==> config.mk <==
export PLATFORM = sky130hd
export DESIGN_NAME = mr_mulmod
export DESIGN_NICKNAME = d
export VERILOG_FILES = /design/src/hw/rtl/mr_pkg.sv /design/src/hw/rtl/mr_mulmod.sv
export SDC_FILE = /design/constraint.sdc
export NUM_CORES = 1
export LEC_CHECK = 0
export BUFFER_PORTS_ARGS = -buffer_cell sky130_fd_sc_hd__buf_2
export CORE_MARGIN = 1.5
export CORE_UTILIZATION = 32
export CTS_CLUSTER_SIZE = 10
export DETAILED_ROUTE_END_ITERATION = 8
export GPL_ROUTABILITY_DRIVEN = 0
export SETUP_SLACK_MARGIN = 0.4
export SLEW_MARGIN = 20
export SYNTH_ARGS = -nofsm -noshare
export SYNTH_HDL_FRONTEND = slang
export SYNTH_SLANG_ARGS = --single-unit
==> constraint.sdc <==
create_clock -name clk -period 13.2 [get_ports clk]
set_input_delay 2.64 -clock clk [delete_from_list [all_inputs] [get_ports clk]]
set_output_delay 2.64 -clock clk [all_outputs]
set_load 0.02 [all_outputs]
==> src/hw/rtl/mr_pkg.sv <==
// Package for the Miller-Rabin prime test block.
// Holds the operand width, the base table and the mod-3 helper; no dependencies.
package mr_pkg;
  localparam int NUMBER_BITS = 63;
  localparam int NB = NUMBER_BITS;
  localparam int SW = $clog2(NB + 1);
  localparam int NUM_BASES = 7;

  function automatic logic [30:0] base_of(input logic [2:0] k);
    logic [30:0] b;
    case (k)
      3'd0: b = 31'd2;
      3'd1: b = 31'd325;
      3'd2: b = 31'd9375;
      3'd3: b = 31'd28178;
      3'd4: b = 31'd450775;
      3'd5: b = 31'd9780504;
      default: b = 31'd1795265022;
    endcase
    return b;
  endfunction

  // Residue mod 3 of a 2-bit digit sum, folded from the word's 2-bit digits.
  function automatic logic [1:0] mod3_step(input logic [1:0] r, input logic [1:0] digit);
    logic [2:0] t;
    t = {1'b0, r} + {1'b0, digit};
    if (t >= 3'd3) t = t - 3'd3;
    return t[1:0];
  endfunction
endpackage

==> src/hw/rtl/mr_mulmod.sv <==
// Shift-and-add modular multiplier, one bit of y per cycle.
// Uses mr_pkg for the operand width.
module mr_mulmod import mr_pkg::*; (
  input  logic          clk,
  input  logic          rst,
  input  logic          start,
  input  logic [NB-1:0] x,
  input  logic [NB-1:0] y,
  input  logic [NB-1:0] n,
  output logic          done,
  output logic [NB-1:0] prod
);
  logic          busy;
  logic [SW-1:0] bitcnt;
  logic [NB-1:0] ysh;
  logic [NB:0]   dbl, dbl_red, sum;
  logic [NB-1:0] acc_next;

  always_comb begin
    dbl = {prod, 1'b0};
    dbl_red = (dbl >= {1'b0, n}) ? dbl - {1'b0, n} : dbl;
    sum = dbl_red + {1'b0, x};
    if (sum >= {1'b0, n}) sum = sum - {1'b0, n};
    acc_next = ysh[NB-1] ? sum[NB-1:0] : dbl_red[NB-1:0];
  end

  always_ff @(posedge clk) begin
    if (rst) begin
      busy <= 1'b0;
      done <= 1'b0;
    end else begin
      done <= 1'b0;
      if (start) begin
        busy <= 1'b1;
        prod <= '0;
        ysh <= y;
        bitcnt <= SW'(NB);
      end else if (busy) begin
        prod <= acc_next;
        ysh <= {ysh[NB-2:0], 1'b0};
        bitcnt <= bitcnt - 1'b1;
        if (bitcnt == SW'(1)) begin
          busy <= 1'b0;
          done <= 1'b1;
        end
      end
    end
  end
endmodule

==> summary.txt <==
status: completed
Core ar.: 56600 µm²
Tmin final: 12130 ps
area delta synth->final: 13.8%
Hold EP: done$_SDFF_PP0_
Setup Fix Bufs, Post-CTS: 0
Buf/Inv on CP: 4
Reg clk slew, reported paths: 70 ps
Crit Path Category: input pin to register
DIE WIDTH: 243 µm
CTS Buf Count: 17
Post-Synth Simple-Gate Area: 17.5%
initial DRC count: 2038
Critical Path End Type: register
worst skew pair latency: 470 ps
max_cap viols: 0
leading cell type in the layout, fill and taps excluded: nand2_1
syn nets: 2733
Yosys reg bits: 134
post-CTS resize count: 0
Initial Util: 32.5%
clk sinks: 134
Post-Route WL: 70.8 mm
I/O Pins: 256
Fin. Hold Viols: 0
Rel. slew slack: 32.5%
Slew @ Worst Pin: 1010 ps
layout cell share with drive strength beyond 1: 15.8%
FF-to-FF path depth: 32
Adder-Cell Fraction of Synth Area: 13.3%
Worst Hold Depth: 1
WL/cell: 21.5 µm
synth warn: 0
ANT nets after route: 0
Tcrit/Tclk final: 91.9%
CP max FO: 54
RSZ-0062 raised after global routing: false
total vias in the final route: 19258
compound-cell area share of the yosys netlist: 27.1%
Port Buf Inserts: 255
asr flop ratio synth: 0%
top cell family by delay on the critical path: simple AND/OR/NAND/NOR gates
Die Y: 243 µm
sequential-to-total area share from yosys stat: 21.7%
Synth Flop Type: edfxtp_1
Total GRT Usage: 23.1%
DRC viols: 0
mux contribution to synthesized area: 6.77%
CTS tree: done
Cell Area, Synth: 18400 µm²
Worst Path Arrival: 12310 ps
hold buffer count at CTS: 0
DP Wirelength: 58.0 mm
Yosys cell types: 77
commonest cells after routing, fill and taps aside: nand2_1 (264), buf_2 (254), a21oi_1 (235), o21ai_0 (193), ha_1 (191)
Peak Freq: 0.0824 GHz
CP peak stage delay: 540 ps
Setup TNS: 0 ps
root buf cell: clkbuf_16
first-pass GRT wire length: 106 mm
EDFF count, synth: 132
FF-to-FF setup slack: 2990 ps
worst flop-to-flop path endpoint: prod[8]$_SDFFCE_PP0P_
vias in the first global route: 18564
final net count: 2909
Required @ worst endpoint: 13380 ps
Max clock buf depth: 2
Post-Synth XOR/XNOR Area: 8.27%
final max-slew violation count: 0
num rows: 87
syn avg cell area: 7.85 µm²
largest net degree at the start of global routing: 81
main combinational cell family by area after synthesis: compound AO/OA/AOI/OAI gates
Critical-path top delay cell: or4_1
hold path start: busy$_SDFF_PP0_
Final Setup Violations: 0
first-pass iteration count of the detailed router: 8
htree depth: 4
Worst R2R Start: prod[1]$_SDFFCE_PP0P_
Hold Crit Class: register to register
CP Launch Type: input pin
post-DR vias/cell: 5.85
GRT Residual Overflow: 0
Syn Inst Count: 2347
clk_skew: 14.2 ps
DIE AREA: 59000 µm²
initial antenna violation count: 2
[synthesized netlist by cell type (11+ instances only)]
cell | count | area [µm²]
and3_1 | 19 | 119
o31ai_1 | 16 | 120
nor2b_1 | 20 | 125
nor2_1 | 151 | 567
a21boi_0 | 11 | 82.6
mux2i_1 | 41 | 410
a21o_1 | 63 | 473
or3_1 | 18 | 113
mux2_2 | 73 | 822
o21a_1 | 20 | 150
a31oi_1 | 25 | 156
nand2_1 | 264 | 991
nor4_1 | 12 | 75.1
a211oi_1 | 35 | 263
edfxtp_1 | 132 | 3960
o21ai_0 | 194 | 971
xor2_1 | 60 | 526
nand3_1 | 64 | 320
clkbuf_1 | 83 | 312
inv_1 | 136 | 510
a21oi_1 | 235 | 1180
nand4_1 | 44 | 275
o211ai_1 | 35 | 263
ha_1 | 191 | 2390
o2bb2ai_1 | 13 | 114
nand2b_1 | 22 | 138
buf_2 | 18 | 90.1
nor3_1 | 39 | 195
xnor2_1 | 114 | 998
o21bai_1 | 40 | 300
[cell families after synthesis]
family	count (synthesis)
fa+ha+maj	194
mux	115
xor+xnor	174
flops	134
compound gates	789
buf+inv	247
simple gates	694
[routing by layer]
layer	vias to the layer above	track usage [%]	share of wire (%)	wire, µm
met3	196	4.89	8.1	5730
met4	4	10.1	4.4	3150
met1	9012	29.3	42	29700
met5	-	0	0.020	14
li1	9060	-	-	-
met2	986	37.6	45	32200
[through the flow]
stage	hold slack (ps)	cell area, µm²	utilization [%]	setup slack, ps	instances
5_1_grt	499	21000	37.0	487	3292
3_5_place_dp	479	20400	36.0	492	3260
2_1_floorplan	454	18400	-	3050	2347
3_3_place_gp	464	20300	35.9	724	3259
4_1_cts	486	20900	37.0	959	3292
6_report	484	21000	37.0	1070	3293
[flip-flops by register name, indices dropped and copies added, names as in the netlist]
| register | count |
|---|---|
| bitcnt | 6 |
| busy | 1 |
| done | 1 |
| prod | 63 |
| ysh | 63 |
[worst max-delay path by stage]
stage / start / to / slack, ps / cells after the start
2_1_floorplan: n[1] / prod[46]$_SDFFCE_PP0P_ / 3050 / 37
3_3_place_gp: n[0] / prod[46]$_SDFFCE_PP0P_ / 720 / 35
3_5_place_dp: n[0] / prod[46]$_SDFFCE_PP0P_ / 490 / 35
4_1_cts: n[0] / prod[46]$_SDFFCE_PP0P_ / 960 / 35
5_1_grt: n[0] / prod[22]$_SDFFCE_PP0P_ / 490 / 33
6_report: n[0] / prod[8]$_SDFFCE_PP0P_ / 1070 / 34
[layout make-up]
class / count / area, µm²
repair buffers: 268 / 1410
fillers: 5962 / 35600
multi-input cells: 1966 / 13500
inverters: 136 / 510
well taps: 756 / 946
flip-flops and latches: 134 / 4000
diodes: 1 / 2.50
clock buffers: 18 / 429
clock inverters: 14 / 164
Power is left out: the tool's default activity adds up to more than one toggle a clock period on the data nets, which glitch-free logic cannot reach.
